## src/hw/rtl/url_path_sanitiser_defines.svh

```systemverilog
// ----------------------------------------------------------------------------
// url_path_sanitiser_defines: assertion macros
// Same-cycle and next-cycle implication checks, reset-qualified.
// ----------------------------------------------------------------------------
`ifndef URL_PATH_SANITISER_DEFINES_SVH
`define URL_PATH_SANITISER_DEFINES_SVH

// Antecedent implies consequent in the same cycle.
`define UPS_ASSERT_IMP(lbl, clk, rst_n, ante, cons) \
    lbl: assert property (@(posedge clk) disable iff (!rst_n) (ante) |-> (cons)) \
        else $error("ups: same-cycle check failed");

// Antecedent implies consequent in the next cycle.
`define UPS_ASSERT_NXT(lbl, clk, rst_n, ante, cons) \
    lbl: assert property (@(posedge clk) disable iff (!rst_n) (ante) |=> (cons)) \
        else $error("ups: next-cycle check failed");

`endif

```

## src/hw/rtl/ups_pkg.sv

```systemverilog
// ----------------------------------------------------------------------------
// ups_pkg: shared definitions for the URL path sanitizer
// Character codes, pass opcodes, controller states, command/status structs
// and the hex digit decoder and escape code check.
// ----------------------------------------------------------------------------
`timescale 1ns / 1ps

package ups_pkg;

    localparam int DEFAULT_MAX_LEN = 64;

    localparam logic [7:0] CH_COLON = 8'h3A;
    localparam logic [7:0] CH_SLASH = 8'h2F;
    localparam logic [7:0] CH_PCT   = 8'h25;
    localparam logic [7:0] CH_QMARK = 8'h3F;
    localparam logic [7:0] CH_HASH  = 8'h23;

    // Operation the datapath performs.
    typedef enum logic [2:0] {
        OP_LOAD,
        OP_SCAN,
        OP_COLLAPSE,
        OP_DECODE,
        OP_EMIT
    } op_t;

    typedef enum logic [2:0] {
        ST_LOAD,
        ST_SCAN,
        ST_COLLAPSE,
        ST_DECODE,
        ST_EMIT
    } state_t;

    typedef struct packed {
        op_t  op;
        logic restart;   // finish current pass, rewind pointers
    } cmd_t;

    typedef struct packed {
        logic last_taken;   // final word of a URL accepted
        logic sweep_done;   // current pass has drained
    } sts_t;

    // {valid, value} of one hex digit, either case.
    function automatic logic [4:0] hex_nibble(input logic [7:0] c);
        logic [7:0] d;
        logic [4:0] r;
        d = 8'h00;
        r = 5'h00;
        if (c >= 8'h30 && c <= 8'h39)
        begin
            d = c - 8'h30;
            r = {1'b1, d[3:0]};
        end
        else if (c >= 8'h41 && c <= 8'h46)
        begin
            d = c - 8'h37;
            r = {1'b1, d[3:0]};
        end
        else if (c >= 8'h61 && c <= 8'h66)
        begin
            d = c - 8'h57;
            r = {1'b1, d[3:0]};
        end
        return r;
    endfunction

    // Codes that a percent escape may decode to.
    function automatic logic esc_known(input logic [7:0] code);
        logic ok;
        ok = 1'b0;
        unique case (code) inside
            8'h20, 8'h23, 8'h24, 8'h25, 8'h26, 8'h2F, 8'h3A, 8'h3B,
            8'h3C, 8'h3D, 8'h3E, 8'h3F, 8'h40, 8'h5B, 8'h5C, 8'h5D,
            8'h5E, 8'h60, 8'h7B, 8'h7C, 8'h7D, 8'h7E: ok = 1'b1;
            default: ok = 1'b0;
        endcase
        return ok;
    endfunction

endpackage

```

## src/hw/rtl/ups_ctrl.sv

```systemverilog
// ----------------------------------------------------------------------------
// ups_ctrl: pass sequencer
// Steps load, scan, collapse, decode and emit passes over the buffer.
// ----------------------------------------------------------------------------
`timescale 1ns / 1ps

module ups_ctrl
(
    input  logic          clk,
    input  logic          rst_n,
    input  ups_pkg::sts_t sts,
    output ups_pkg::cmd_t cmd
);

    ups_pkg::state_t state_reg;
    ups_pkg::state_t state_next;

    always_ff @(posedge clk or negedge rst_n)
    begin
        if (!rst_n)
        begin
            state_reg <= ups_pkg::ST_LOAD;
        end
        else
        begin
            state_reg <= state_next;
        end
    end

    always_comb
    begin
        state_next  = state_reg;
        cmd.op      = ups_pkg::OP_LOAD;
        cmd.restart = 1'b0;
        unique case (state_reg)
            ups_pkg::ST_LOAD:
            begin
                cmd.op = ups_pkg::OP_LOAD;
                if (sts.last_taken)
                begin
                    cmd.restart = 1'b1;
                    state_next  = ups_pkg::ST_SCAN;
                end
            end
            ups_pkg::ST_SCAN:
            begin
                cmd.op = ups_pkg::OP_SCAN;
                if (sts.sweep_done)
                begin
                    cmd.restart = 1'b1;
                    state_next  = ups_pkg::ST_COLLAPSE;
                end
            end
            ups_pkg::ST_COLLAPSE:
            begin
                cmd.op = ups_pkg::OP_COLLAPSE;
                if (sts.sweep_done)
                begin
                    cmd.restart = 1'b1;
                    state_next  = ups_pkg::ST_DECODE;
                end
            end
            ups_pkg::ST_DECODE:
            begin
                cmd.op = ups_pkg::OP_DECODE;
                if (sts.sweep_done)
                begin
                    cmd.restart = 1'b1;
                    state_next  = ups_pkg::ST_EMIT;
                end
            end
            ups_pkg::ST_EMIT:
            begin
                cmd.op = ups_pkg::OP_EMIT;
                if (sts.sweep_done)
                begin
                    cmd.restart = 1'b1;
                    state_next  = ups_pkg::ST_LOAD;
                end
            end
            default:
            begin
                state_next = ups_pkg::ST_LOAD;
            end
        endcase
    end

endmodule

```

## config.mk

```make
export PLATFORM = sky130hd
export DESIGN_NAME = ups_ctrl
export DESIGN_NICKNAME = d
export VERILOG_FILES = /design/src/hw/rtl/url_path_sanitiser_defines.svh /design/src/hw/rtl/ups_pkg.sv /design/src/hw/rtl/ups_ctrl.sv
export SDC_FILE = /design/constraint.sdc
export NUM_CORES = 1
export LEC_CHECK = 0
export ABC_AREA = 1
export BUFFER_PORTS_ARGS = -buffer_cell sky130_fd_sc_hd__clkbuf_2
export CAP_MARGIN = 20
export CORE_AREA = 3 3 40 42
export DETAILED_ROUTE_END_ITERATION = 10
export DIE_AREA = 0 0 43 45
export SETUP_SLACK_MARGIN = 0.05
export SLEW_MARGIN = 20
export SYNTH_ARGS = -nofsm -noshare
export SYNTH_HDL_FRONTEND = slang
export SYNTH_SLANG_ARGS = --single-unit
```

## constraint.sdc

```tcl
create_clock -name clk -period 1.65 [get_ports clk]
set_input_delay 0.33 -clock clk [delete_from_list [all_inputs] [get_ports clk]]
set_output_delay 0.33 -clock clk [all_outputs]
set_load 0.01 [all_outputs]
```

==> flow_metrics.py <==
metrics = {
    "outcome": {
        "outcome": "completed",
    },
    "global_route": {
        "grt_most_used_layer": "met2",
        "antenna_found_initial": 0,
        "grtUsageMet3_pct": 3.187,
        "use_met2_pct": 9.880,
        "grt_pass1_vias": 210,
        "grt-ovfl-total": 0,
        "track_usage_pct": 5.676,
        "grt_pass1_wl_um": 738,
        "use_met1_pct": 3.641,
        "grt_max_degree": 7,
    },
    "sta": {
        "rsz0062_at_grt": "no",
        "period_needed_ns": 1.545,
        "clock.fmax_ghz": 0.6472,
        "fin_setup_tns_ns": 0,
        "tightest_slew_ns": 0.1920,
        "skew_ns": 0.002121,
        "min_period_over_period_pct": 93.65,
        "drv_slew": 0,
        "final_hold_viol_count": 0,
        "setup_viol_count_final": 0,
        "maxSlewHeadroom_pct": 87.06,
        "hold_ws_ns": 0.3994,
    },
    "route": {
        "wl_um": 492,
        "drc_errors": 0,
        "num_vias": 231,
        "firstDrtPassIters": 4,
        "drtIter0Drc": 2,
        "ant_nets": 0,
        "vias_per_cell": 4.053,
        "wire_per_inst_um": 8.632,
    },
    "critical_path": {
        "cp.required_ns": 1.32,
        "cp_cell_sequence": "nor2_4 > nand3b_1 > and3_1 > clkbuf_2",
        "cp_slowest_stage_delay_ns": 0.43,
        "critical_path_class": "reg -> out",
        "crit_path_top_delay_cell": "dfrtp_2",
        "cp-end-kind": "output pin",
        "path_delay_family": "simple AND/OR/NAND/NOR gates",
        "crit_buf_inv": 1,
        "critPathLaunchType": "flop",
        "cp.arrival_ns": 1.22,
        "path_max_fanout": 5,
    },
    "yosys": {
        "synth_fa_ha_area_share_pct": 0,
        "synth_compound_area_share_pct": 6.289,
        "synth-simple-area-share_pct": 48.43,
        "ys_seq_area_share_pct": 37.74,
        "ys_types": 12,
        "synthXorXnorAreaFrac_pct": 0,
        "synthMuxAreaShare_pct": 0,
        "syn-num-nets": 33,
        "synth_top_family_by_area": "simple AND/OR/NAND/NOR gates",
        "synthesis.area_sq_um": 198.9,
        "ys.warnings.count": 0,
        "synth_area_per_cell_sq_um": 6.860,
        "synthCells": 29,
        "synth_seq_cells": 3,
    },
    "final_layout": {
        "antenna_cells": 0,
        "layout_commonest_cell": "nand2_1",
        "largest_reg_flops": 3,
        "post-route-util_pct": 23.86,
        "area_growth_pct": 54.09,
        "mostFrequentLayoutCells": "nand2_1 (8), clkbuf_2 (7), nand3_1 (5)",
        "drive_gt1_share_pct": 40.48,
        "fin_nets": 47,
        "final_cells": 57,
    },
    "pwr": {
        "power.leakage_nw": 0.1575,
        "finalPower_mw": 0.5814,
        "p_seq_share_pct": 26.2,
        "irDropWorstVdd_mv": 0.5057,
        "total_switching_power_mw": 0.2524,
        "pwr-share-clk_pct": 22.2,
        "power.internal_mw": 0.3291,
        "p_comb_share_pct": 51.6,
        "netSwitchingFraction_pct": 43.40,
        "p_per_area_mw_per_mm2": 1897,
    },
    "floorplanning": {
        "die_h_um": 45,
        "dieArea_sq_mm": 0.001935,
        "num_rows": 13,
        "start_util_pct": 15.48,
        "die_width_um": 43,
        "num_io_pins": 8,
        "core-area_sq_mm": 0.001285,
    },
    "job": {
        "drv_cap": 0,
    },
    "clock_network": {
        "clock-sinks": 3,
        "clkSlewWorstSetupHoldPaths_ns": 0.04,
        "clockRootBuffer": "clkbuf_4",
        "clock_path_buffers": 2,
        "clock_latency_ns": 0.23,
        "cts_buffers": 3,
        "tritoncts": "built",
        "cts-htree-levels": 1,
    },
    "placement": {
        "place_inst": 51,
        "io_buffers": 7,
        "dp_hpwl_um": 401.7,
        "gp_congestion": 0.7005,
    },
    "worst_hold_path": {
        "min_path_type": "in -> reg",
    },
}
-- area by class of cell --
type | count | area (sq um)
sequential | 3 | 77.57
multi-input combinational | 22 | 116.4
fill | 141 | 978.4
inverter | 4 | 15.01
timing repair buffer | 9 | 52.55
tap | 15 | 18.77
clock buffer | 4 | 26.28
-- tightest hold or removal path, cell delays in order --
cell      delay, ns
clkbuf_2       0.09
nand3_1        0.07
o211ai_1       0.10
-- routing by layer --
| metal | vias to the layer above | share of wire [%] |
|---|---|---|
| met1 | 105 | 36 |
| met3 | 0 | 7.5 |
| met5 | - | 0 |
| met2 | 4 | 57 |
| li1 | 122 | - |
| met4 | 0 | 0 |
-- cell families (layout without fill, tap and decap cells) --
group | after synthesis | in the layout
buf+inv | 4 | 17
compound gates | 2 | 2
simple gates | 20 | 20
flops | 3 | 3
-- final timing paths --
check,from,end,slack (ns),cells after the start
setup / recovery,state_reg[0]$_DFFE_PN0P_,cmd[0],0.10,4
hold / removal,sts[0],state_reg[1]$_DFFE_PN0P_,0.40,3
setup reg to reg,state_reg[0]$_DFFE_PN0P_,state_reg[0]$_DFFE_PN0P_,0.57,5
hold reg to reg,state_reg[0]$_DFFE_PN0P_,state_reg[0]$_DFFE_PN0P_,0.56,2
max in group asynchronous,rst_n,state_reg[2]$_DFFE_PN0P_,1.10,2
min in group asynchronous,rst_n,state_reg[0]$_DFFE_PN0P_,0.42,2
-- power by group through the flow --
stage | logic [mW] | registers (mW) | clock network, mW
floorplan | 0.193 | 0.136 | 0
global route | 0.335 | 0.158 | 0.143
global placement | 0.272 | 0.141 | 0
CTS | 0.285 | 0.148 | 0.138
detailed placement | 0.277 | 0.142 | 0
finish | 0.300 | 0.152 | 0.129
-- synth_stat cells, drive strengths merged --
cell / instances / share of area (%)
nand3b: 1 / 3.8
o211ai: 1 / 3.8
inv: 4 / 7.5
nand3: 6 / 18
o21ai: 1 / 2.5
and3: 1 / 3.1
nand2: 9 / 17
dfrtp: 3 / 38
nor2: 3 / 6.9
-- stage by stage --
stage	worst slack [ns]	cell area (sq um)
6_report	0.1048	306.5
5_1_grt	0.05477	306.5
4_1_cts	0.07123	294.0
3_5_place_dp	0.3002	252.7
3_3_place_gp	0.3163	252.7
2_1_floorplan	0.4556	198.9
-- what timing repair did --
action,CTS,global route
setup endpoints to repair,1,1
setup buffers,0,1
pin swaps,0,2
hold buffers,1,0
gates resized for setup,1,3
hold endpoints to repair,3,0
(Power assumes the default switching activity.)
