File: src/hw/rtl/url_path_sanitiser_defines.svh
// ----------------------------------------------------------------------------
// url_path_sanitiser_defines: assertion macros
// Same-cycle and next-cycle implication checks, reset-qualified.
// ----------------------------------------------------------------------------
`ifndef URL_PATH_SANITISER_DEFINES_SVH
`define URL_PATH_SANITISER_DEFINES_SVH

// Antecedent implies consequent in the same cycle.
`define UPS_ASSERT_IMP(lbl, clk, rst_n, ante, cons) \
    lbl: assert property (@(posedge clk) disable iff (!rst_n) (ante) |-> (cons)) \
        else $error("ups: same-cycle check failed");

// Antecedent implies consequent in the next cycle.
`define UPS_ASSERT_NXT(lbl, clk, rst_n, ante, cons) \
    lbl: assert property (@(posedge clk) disable iff (!rst_n) (ante) |=> (cons)) \
        else $error("ups: next-cycle check failed");

`endif

File: src/hw/rtl/ups_pkg.sv
// ----------------------------------------------------------------------------
// ups_pkg: shared definitions for the URL path sanitizer
// Character codes, pass opcodes, controller states, command/status structs
// and the hex digit decoder and escape code check.
// ----------------------------------------------------------------------------
`timescale 1ns / 1ps

package ups_pkg;

    localparam int DEFAULT_MAX_LEN = 64;

    localparam logic [7:0] CH_COLON = 8'h3A;
    localparam logic [7:0] CH_SLASH = 8'h2F;
    localparam logic [7:0] CH_PCT   = 8'h25;
    localparam logic [7:0] CH_QMARK = 8'h3F;
    localparam logic [7:0] CH_HASH  = 8'h23;

    // Operation the datapath performs.
    typedef enum logic [2:0] {
        OP_LOAD,
        OP_SCAN,
        OP_COLLAPSE,
        OP_DECODE,
        OP_EMIT
    } op_t;

    typedef enum logic [2:0] {
        ST_LOAD,
        ST_SCAN,
        ST_COLLAPSE,
        ST_DECODE,
        ST_EMIT
    } state_t;

    typedef struct packed {
        op_t  op;
        logic restart;   // finish current pass, rewind pointers
    } cmd_t;

    typedef struct packed {
        logic last_taken;   // final word of a URL accepted
        logic sweep_done;   // current pass has drained
    } sts_t;

    // {valid, value} of one hex digit, either case.
    function automatic logic [4:0] hex_nibble(input logic [7:0] c);
        logic [7:0] d;
        logic [4:0] r;
        d = 8'h00;
        r = 5'h00;
        if (c >= 8'h30 && c <= 8'h39)
        begin
            d = c - 8'h30;
            r = {1'b1, d[3:0]};
        end
        else if (c >= 8'h41 && c <= 8'h46)
        begin
            d = c - 8'h37;
            r = {1'b1, d[3:0]};
        end
        else if (c >= 8'h61 && c <= 8'h66)
        begin
            d = c - 8'h57;
            r = {1'b1, d[3:0]};
        end
        return r;
    endfunction

    // Codes that a percent escape may decode to.
    function automatic logic esc_known(input logic [7:0] code);
        logic ok;
        ok = 1'b0;
        unique case (code) inside
            8'h20, 8'h23, 8'h24, 8'h25, 8'h26, 8'h2F, 8'h3A, 8'h3B,
            8'h3C, 8'h3D, 8'h3E, 8'h3F, 8'h40, 8'h5B, 8'h5C, 8'h5D,
            8'h5E, 8'h60, 8'h7B, 8'h7C, 8'h7D, 8'h7E: ok = 1'b1;
            default: ok = 1'b0;
        endcase
        return ok;
    endfunction

endpackage

File: src/hw/rtl/ups_dp.sv
// ----------------------------------------------------------------------------
// ups_dp: buffer and pass datapath
// One buffer memory rewritten in place by the collapse and decode passes,
// a read pointer with a registered read, and the output word register.
// ----------------------------------------------------------------------------
`timescale 1ns / 1ps

module ups_dp
#(
    parameter int MAX_LEN = ups_pkg::DEFAULT_MAX_LEN
)
(
    input  logic          clk,
    input  logic          rst_n,
    input  ups_pkg::cmd_t cmd,
    output ups_pkg::sts_t sts,
    input  logic          in_valid,
    output logic          in_stall,
    input  logic [7:0]    in_byte,
    input  logic          in_last,
    output logic          out_valid,
    input  logic          out_stall,
    output logic [7:0]    out_byte,
    output logic          out_last,
    output logic          out_empty,
    output logic          out_overflow
);

    localparam int AW = $clog2(MAX_LEN);
    localparam int CW = $clog2(MAX_LEN + 1);
    localparam int KW = $clog2(MAX_LEN + 3);

    logic [7:0]    mem [MAX_LEN];
    logic [7:0]    rd_data_reg;

    logic [CW-1:0] fill_reg;
    logic          ovf_reg;
    logic [CW-1:0] len_reg;
    logic [KW-1:0] rd_idx_reg;
    logic          tok_vld_reg;
    logic [KW-1:0] tok_pos_reg;
    logic          tok_in_reg;
    logic [7:0]    hist1_reg;
    logic [7:0]    hist0_reg;
    logic          found_reg;
    logic [KW-1:0] post_reg;
    logic          prev_slash_reg;
    logic [CW-1:0] wr_cnt_reg;
    logic [7:0]    wa_reg;
    logic [7:0]    wb_reg;
    logic          va_reg;
    logic          vb_reg;
    logic [1:0]    skip_reg;
    logic          stop_reg;
    logic          out_vld_reg;
    logic [7:0]    out_byte_reg;
    logic          out_last_reg;
    logic          out_empty_reg;
    logic          out_ovf_reg;

    logic          accept;
    logic          room;
    logic [CW-1:0] fill_after;
    logic [KW-1:0] limit;
    logic          issue;
    logic          rd_en;
    logic          wr_en;
    logic [AW-1:0] wr_addr;
    logic [7:0]    wr_data;
    logic          keep;
    logic          at_post;
    logic          proc;
    logic [4:0]    hi_nib;
    logic [4:0]    lo_nib;
    logic [7:0]    esc_code;
    logic          esc_hit;
    logic [7:0]    dec_char;
    logic          term;
    logic          scan_hit;

    assign in_stall     = (cmd.op != ups_pkg::OP_LOAD);
    assign accept       = in_valid && (cmd.op == ups_pkg::OP_LOAD);
    assign room         = (fill_reg < CW'(MAX_LEN));
    assign fill_after   = room ? (fill_reg + CW'(1)) : fill_reg;
    assign out_valid    = out_vld_reg;
    assign out_byte     = out_byte_reg;
    assign out_last     = out_last_reg;
    assign out_empty    = out_empty_reg;
    assign out_overflow = out_ovf_reg;

    // Pass length and read issue
    always_comb
    begin
        limit = '0;
        issue = 1'b0;
        case (cmd.op)
            ups_pkg::OP_SCAN,
            ups_pkg::OP_COLLAPSE:
            begin
                limit = KW'(len_reg);
                issue = (rd_idx_reg < limit);
            end
            ups_pkg::OP_DECODE:
            begin
                limit = KW'(len_reg) + KW'(2);
                issue = (rd_idx_reg < limit);
            end
            ups_pkg::OP_EMIT:
            begin
                limit = (len_reg == '0) ? KW'(1) : KW'(len_reg);
                issue = (rd_idx_reg < limit) && !tok_vld_reg
                        && (!out_vld_reg || !out_stall);
            end
            default:
            begin
                limit = '0;
                issue = 1'b0;
            end
        endcase
    end

    assign rd_en          = issue && (rd_idx_reg < KW'(len_reg));
    assign sts.last_taken = accept && in_last;
    assign sts.sweep_done = (cmd.op != ups_pkg::OP_LOAD) && (rd_idx_reg == limit)
                            && !tok_vld_reg;

    // Per-token work
    assign scan_hit = tok_vld_reg && !found_reg && (hist1_reg == ups_pkg::CH_COLON)
                      && (hist0_reg == ups_pkg::CH_SLASH)
                      && (rd_data_reg == ups_pkg::CH_SLASH);
    assign at_post  = (tok_pos_reg >= post_reg);
    assign keep     = !(at_post && (rd_data_reg == ups_pkg::CH_SLASH) && prev_slash_reg);

    assign proc     = tok_vld_reg && va_reg && !stop_reg;
    assign hi_nib   = ups_pkg::hex_nibble(wb_reg);
    assign lo_nib   = ups_pkg::hex_nibble(rd_data_reg);
    assign esc_code = {hi_nib[3:0], lo_nib[3:0]};
    assign esc_hit  = (wa_reg == ups_pkg::CH_PCT) && tok_in_reg && hi_nib[4] && lo_nib[4]
                      && ups_pkg::esc_known(esc_code);
    assign dec_char = esc_hit ? esc_code : wa_reg;
    assign term     = (dec_char == ups_pkg::CH_QMARK) || (dec_char == ups_pkg::CH_HASH);

    always_comb
    begin
        wr_en   = 1'b0;
        wr_addr = wr_cnt_reg[AW-1:0];
        wr_data = rd_data_reg;
        case (cmd.op)
            ups_pkg::OP_LOAD:
            begin
                wr_en   = accept && room;
                wr_addr = fill_reg[AW-1:0];
                wr_data = in_byte;
            end
            ups_pkg::OP_COLLAPSE:
            begin
                wr_en = tok_vld_reg && keep;
            end
            ups_pkg::OP_DECODE:
            begin
                wr_en   = proc && (skip_reg == 2'd0) && !term;
                wr_data = dec_char;
            end
            default:
            begin
                wr_en = 1'b0;
            end
        endcase
    end

    // Buffer memory, registered read
    always_ff @(posedge clk)
    begin
        if (wr_en)
        begin
            mem[wr_addr] <= wr_data;
        end
        if (rd_en)
        begin
            rd_data_reg <= mem[rd_idx_reg[AW-1:0]];
        end
    end

    always_ff @(posedge clk or negedge rst_n)
    begin
        if (!rst_n)
        begin
            fill_reg       <= '0;
            ovf_reg        <= 1'b0;
            len_reg        <= '0;
            rd_idx_reg     <= '0;
            tok_vld_reg    <= 1'b0;
            tok_pos_reg    <= '0;
            tok_in_reg     <= 1'b0;
            hist1_reg      <= 8'h00;
            hist0_reg      <= 8'h00;
            found_reg      <= 1'b0;
            post_reg       <= '0;
            prev_slash_reg <= 1'b0;
            wr_cnt_reg     <= '0;
            wa_reg         <= 8'h00;
            wb_reg         <= 8'h00;
            va_reg         <= 1'b0;
            vb_reg         <= 1'b0;
            skip_reg       <= 2'd0;
            stop_reg       <= 1'b0;
            out_vld_reg    <= 1'b0;
            out_byte_reg   <= 8'h00;
            out_last_reg   <= 1'b0;
            out_empty_reg  <= 1'b0;
            out_ovf_reg    <= 1'b0;
        end
        else
        begin
            // Read token pipeline
            tok_vld_reg <= issue;
            if (issue)
            begin
                rd_idx_reg  <= rd_idx_reg + KW'(1);
                tok_pos_reg <= rd_idx_reg;
                tok_in_reg  <= (rd_idx_reg < KW'(len_reg));
            end

            if (wr_en && (cmd.op != ups_pkg::OP_LOAD))
            begin
                wr_cnt_reg <= wr_cnt_reg + CW'(1);
            end

            case (cmd.op)
                ups_pkg::OP_LOAD:
                begin
                    if (accept)
                    begin
                        fill_reg <= fill_after;
                        if (!room)
                        begin
                            ovf_reg <= 1'b1;
                        end
                    end
                end
                ups_pkg::OP_SCAN:
                begin
                    if (tok_vld_reg)
                    begin
                        hist1_reg <= hist0_reg;
                        hist0_reg <= rd_data_reg;
                    end
                    if (scan_hit)
                    begin
                        found_reg <= 1'b1;
                        post_reg  <= tok_pos_reg;
                    end
                end
                ups_pkg::OP_COLLAPSE:
                begin
                    if (tok_vld_reg && at_post)
                    begin
                        prev_slash_reg <= (rd_data_reg == ups_pkg::CH_SLASH);
                    end
                end
                ups_pkg::OP_DECODE:
                begin
                    // Shift the lookahead window
                    if (tok_vld_reg)
                    begin
                        wa_reg <= wb_reg;
                        va_reg <= vb_reg;
                        wb_reg <= rd_data_reg;
                        vb_reg <= tok_in_reg;
                    end
                    if (proc)
                    begin
                        if (skip_reg != 2'd0)
                        begin
                            skip_reg <= skip_reg - 2'd1;
                        end
                        else if (term)
                        begin
                            stop_reg <= 1'b1;
                        end
                        else if (esc_hit)
                        begin
                            skip_reg <= 2'd2;
                        end
                    end
                end
                default:
                begin
                end
            endcase

            // Output word register
            if (cmd.op == ups_pkg::OP_EMIT && tok_vld_reg)
            begin
                out_vld_reg   <= 1'b1;
                out_byte_reg  <= (len_reg == '0) ? 8'h00 : rd_data_reg;
                out_last_reg  <= (tok_pos_reg == limit - KW'(1));
                out_empty_reg <= (len_reg == '0);
                out_ovf_reg   <= ovf_reg;
            end
            else if (out_vld_reg && !out_stall)
            begin
                out_vld_reg <= 1'b0;
            end

            // Pass boundaries: rewind and set up the next pass
            if (cmd.restart)
            begin
                rd_idx_reg <= '0;
                case (cmd.op)
                    ups_pkg::OP_LOAD:
                    begin
                        len_reg   <= fill_after;
                        hist1_reg <= 8'h00;
                        hist0_reg <= 8'h00;
                        found_reg <= 1'b0;
                        post_reg  <= '0;
                    end
                    ups_pkg::OP_SCAN:
                    begin
                        prev_slash_reg <= 1'b0;
                        wr_cnt_reg     <= '0;
                    end
                    ups_pkg::OP_COLLAPSE:
                    begin
                        len_reg    <= wr_cnt_reg;
                        wr_cnt_reg <= '0;
                        va_reg     <= 1'b0;
                        vb_reg     <= 1'b0;
                        skip_reg   <= 2'd0;
                        stop_reg   <= 1'b0;
                    end
                    ups_pkg::OP_DECODE:
                    begin
                        len_reg <= wr_cnt_reg;
                    end
                    ups_pkg::OP_EMIT:
                    begin
                        fill_reg <= '0;
                        ovf_reg  <= 1'b0;
                    end
                    default:
                    begin
                    end
                endcase
            end
        end
    end

endmodule

File: config.mk
export PLATFORM = sky130hd
export DESIGN_NAME = ups_dp
export DESIGN_NICKNAME = d
export VERILOG_FILES = /design/src/hw/rtl/url_path_sanitiser_defines.svh /design/src/hw/rtl/ups_pkg.sv /design/src/hw/rtl/ups_dp.sv
export SDC_FILE = /design/constraint.sdc
export NUM_CORES = 1
export LEC_CHECK = 0
export BUFFER_PORTS_ARGS = -buffer_cell sky130_fd_sc_hd__clkbuf_2
export CAP_MARGIN = 10
export CORE_ASPECT_RATIO = 1.25
export CORE_UTILIZATION = 35
export CTS_CLUSTER_DIAMETER = 200
export DETAILED_ROUTE_END_ITERATION = 12
export PLACE_DENSITY = 0.58
export SLEW_MARGIN = 25
export SYNTH_ARGS = -nofsm -noshare
export SYNTH_HDL_FRONTEND = slang
export SYNTH_SLANG_ARGS = --single-unit
File: constraint.sdc
create_clock -name clk -period 5.45 [get_ports clk]
set_input_delay 0.545 -clock clk [delete_from_list [all_inputs] [get_ports clk]]
set_output_delay 0.545 -clock clk [all_outputs]
set_load 0.05 [all_outputs]
==> summary.txt <==
Run status
  • Status: finished with violations
  • Violated checks: design-rule violations

Detailed routing
  • ANT nets after route: 0
  • Top Layer Used: met4
  • Wirelength per Cell: 23.7 um
  • Remaining DRCs: 14
  • Final wirelength: around 60 mm
  • M1 WL: roughly 25 mm
  • Initial DRC Count: 1254
  • Routed vias/inst: 5.38
  • First-pass DRT Iterations: 11
  • Met3 WL: 3.34 mm
  • Met2 WL: 31.6 mm
  • Vias: 14000

Pwr
  • P_int: 9.13 mW
  • Sequential power share: 46.4%
  • Combinational share of power: 17.2%
  • Clk network pwr share: 36.4%
  • Total power: 12.6 mW
  • Pwr dens: about 420 nW/um^2
  • Max VDD drop: 205 uV
  • Sw Share: a little over a quarter
  • Sw power: around 3.5 mW
  • Leakage: 9.86 nW

Worst setup path
  • Crit path DAT: 5190 ps
  • CP cell instances: inv_1, ha_1, or3b_1, and4_1, a2111oi_2, o31ai_1, o211a_2, a21oi_1, o22ai_1, a21oi_2, nand3_1, buf_4, nor2_1
  • CP max stage delay: a little under 600 ps
  • Slowest-stage cell, CP: edfxtp_1
  • CP Capture Type: register
  • Crit path max fanout: 11
  • Critical Path RT: 5680 ps
  • WS Path Type: reg -> reg
  • CP Launch Type: register

Synth
  • Syn Nets: 1582
  • Distinct cells, synth: 76
  • Syn. warnings: 0
  • Post-synthesis cell count: between 1500 and 2000
  • Synth cell count leaders: 520 x edfxtp_1, 168 x mux4_2, 122 x nor2_1, 96 x dfrtp_1, 92 x nand2_1
  • Post-synth top area share: 59.5%
  • Most used DFF post-synth: edfxtp_1
  • Top-count cell post-synth: edfxtp_1
  • FFs w/ async S/R, synth: 15.6%
  • Synth area leader: edfxtp_1
  • Avg Cell Area, Syn: 17.2 um^2
  • Yosys reg bits: slightly above 600
  • Area contributors post-synth: edfxtp_1 59%, mux4_2 14%, dfrtp_1 9.2%, nor2_1 1.7%, ha_1 1.7%
  • Register area share after synthesis: 68.6%
  • Netlist Area Pre-Place: 26200 um^2
  • EDFF count, synth: 520

Place
  • Placed insts: 2486
  • I/O Buffers: 31
  • Post-DP HPWL: 40.3 mm
  • Placer Congestion: ~0.91

Global route
  • Total GRT Usage: 16.6%
  • Initial antenna violation count: 0
  • GRT overflow: 0
  • Vias in the first global route: 14400
  • Largest net degree at the start of global routing: 65
  • First-pass GRT wire length: 93.5 mm

Clock network
  • Number of H-tree levels: 3
  • Max Root-Sink Buffers: 3
  • Clk Latency, worst-skew pair: 610 ps
  • Clock slew at reported path FFs: around 60 ps
  • Clock sinks: 616
  • Clock root buffer: clkbuf_16
  • Post-cts resize count: 0
  • Post-CTS setup buffers: 0
  • CTS tree: built
  • Num CTS Buffers: 66
  • Post-CTS Hold Buffers: 0

Hold path
  • Min-delay worst type: in -> async

Final layout
  • Antenna cell count: 0
  • Post-Layout Cell Count: 2604
  • Area delta synth->final: 14.0%
  • # nets final: ~1600
  • Largest register by flop count: mem
  • Filler cell count: 6521
  • Largest register FFs: 512
  • Layout cells sized above 1: 24.1%

Timing
  • Hold Fails Final Rpt: 0
  • # setup viols final: 0
  • RSZ-0062 raised after global routing: false
  • TNS Setup: 0 ps
  • Max-slew violation count: 0
  • Worst Clk Skew: around 26 ps
  • Rel. slew slack: approximately two fifths
  • Final worst path period need: 4960 ps
  • FMAX: between 0.2 and 0.25 GHz
  • Final worst-path cycle share: between 90% and 100%
  • Measured slew at the worst slew-check pin: 901 ps

Floorplanning
  • Initial Utilization: 35.6%
  • Die Ht: 308 um
  • DIE AREA: 76100 um^2
  • Row count: ~110
  • Io pins: 32
  • Die W: 247 um
  • Core Box Area: 73700 um^2

Flow run
  • Max Cap Violations: 0
final timing paths:
path	startpoint	slack (ps)	cells past startpoint	to
min in group clk	out_stall	220	3	out_valid
worst max-delay path	rd_data_reg[0]	490	13	mem[26][3]
worst max register to register	rd_data_reg[0]	490	13	mem[26][3]
max in group asynchronous	rst_n	4390	2	out_byte[1]
worst min register to register	found_reg	510	2	found_reg
worst min-delay path	rst_n	50	1	hist0_reg[6]
placed cells by master (no fill, tap or decap), types with 26 or more instances in the layout:
cell,count
dfrtp_1,93
nand3_1,38
ha_1,36
clkbuf_2,30
xnor2_1,26
nor2_1,122
clkbuf_16,68
a21oi_1,54
buf_4,41
o21ai_0,29
inv_1,32
nand2_1,90
mux4_2,168
edfxtp_1,520
power groups by stage:
stage,clock network [mW],registers (mW),logic [mW]
6_report,4.58,5.84,2.16
5_1_grt,4.84,5.88,2.35
4_1_cts,4.67,5.84,2.21
3_5_place_dp,0,5.94,2.20
3_3_place_gp,0,5.93,2.18
2_1_floorplan,0,5.89,1.45
layout make-up:
| cell class | count | area [um^2] | share of cell area, % |
|---|---|---|---|
| tap | 960 | 1200 | 4.01 |
| inverter | 34 | 128 | 0.426 |
| timing repair buffer | 73 | 498 | 1.66 |
| clock inverter | 37 | 420 | 1.40 |
| multi-input combinational | 803 | 7860 | 26.3 |
| sequential | 616 | 18000 | 60.2 |
| clock buffer | 81 | 1800 | 6.02 |
metal layers:
| layer | global-route usage [%] | vias up |
|---|---|---|
| met3 | 2.66 | 76 |
| met5 | 0 | - |
| met4 | 5.61 | 0 |
| met2 | 28.3 | 419 |
| li1 | - | 6188 |
| met1 | 21.4 | 7316 |
critical path: cells and delay by family, from the launching register on:
family	cells	cell delay, ps
fa+ha+maj	1	240
compound gates	6	1510
simple gates	4	1660
flops	1	590
buf+inv	2	580
metrics by stage:
step / hold WS, ps / setup WS [ps] / util (%) / instance area, um^2
after global placement: 486 / 712 / 37.6 / 27700
after CTS: 50.9 / 500 / 40.6 / 29900
after global routing: 100 / 337 / 40.6 / 29900
after detailed placement: 499 / 539 / 37.6 / 27700
after floorplan: 249 / 55.9 / - / 26200
final: 46.2 / 492 / 40.6 / 29900
cell families (layout without fill, tap and decap cells):
family / after synthesis / in the layout / synth area share (%)
AOI/OAI and AO/OA: 176 / 176 / 4.42
xor gates and xnor gates: 34 / 34 / 1.13
adders and majority gates: 36 / 36 / 1.72
buffers and inverters: 110 / 225 / 1.63
DFF: 616 / 616 / 68.6
muxes: 203 / 203 / 15.9
and+or+nand+nor: 354 / 354 / 6.59
Note: power is estimated with default switching activity, not from simulation.
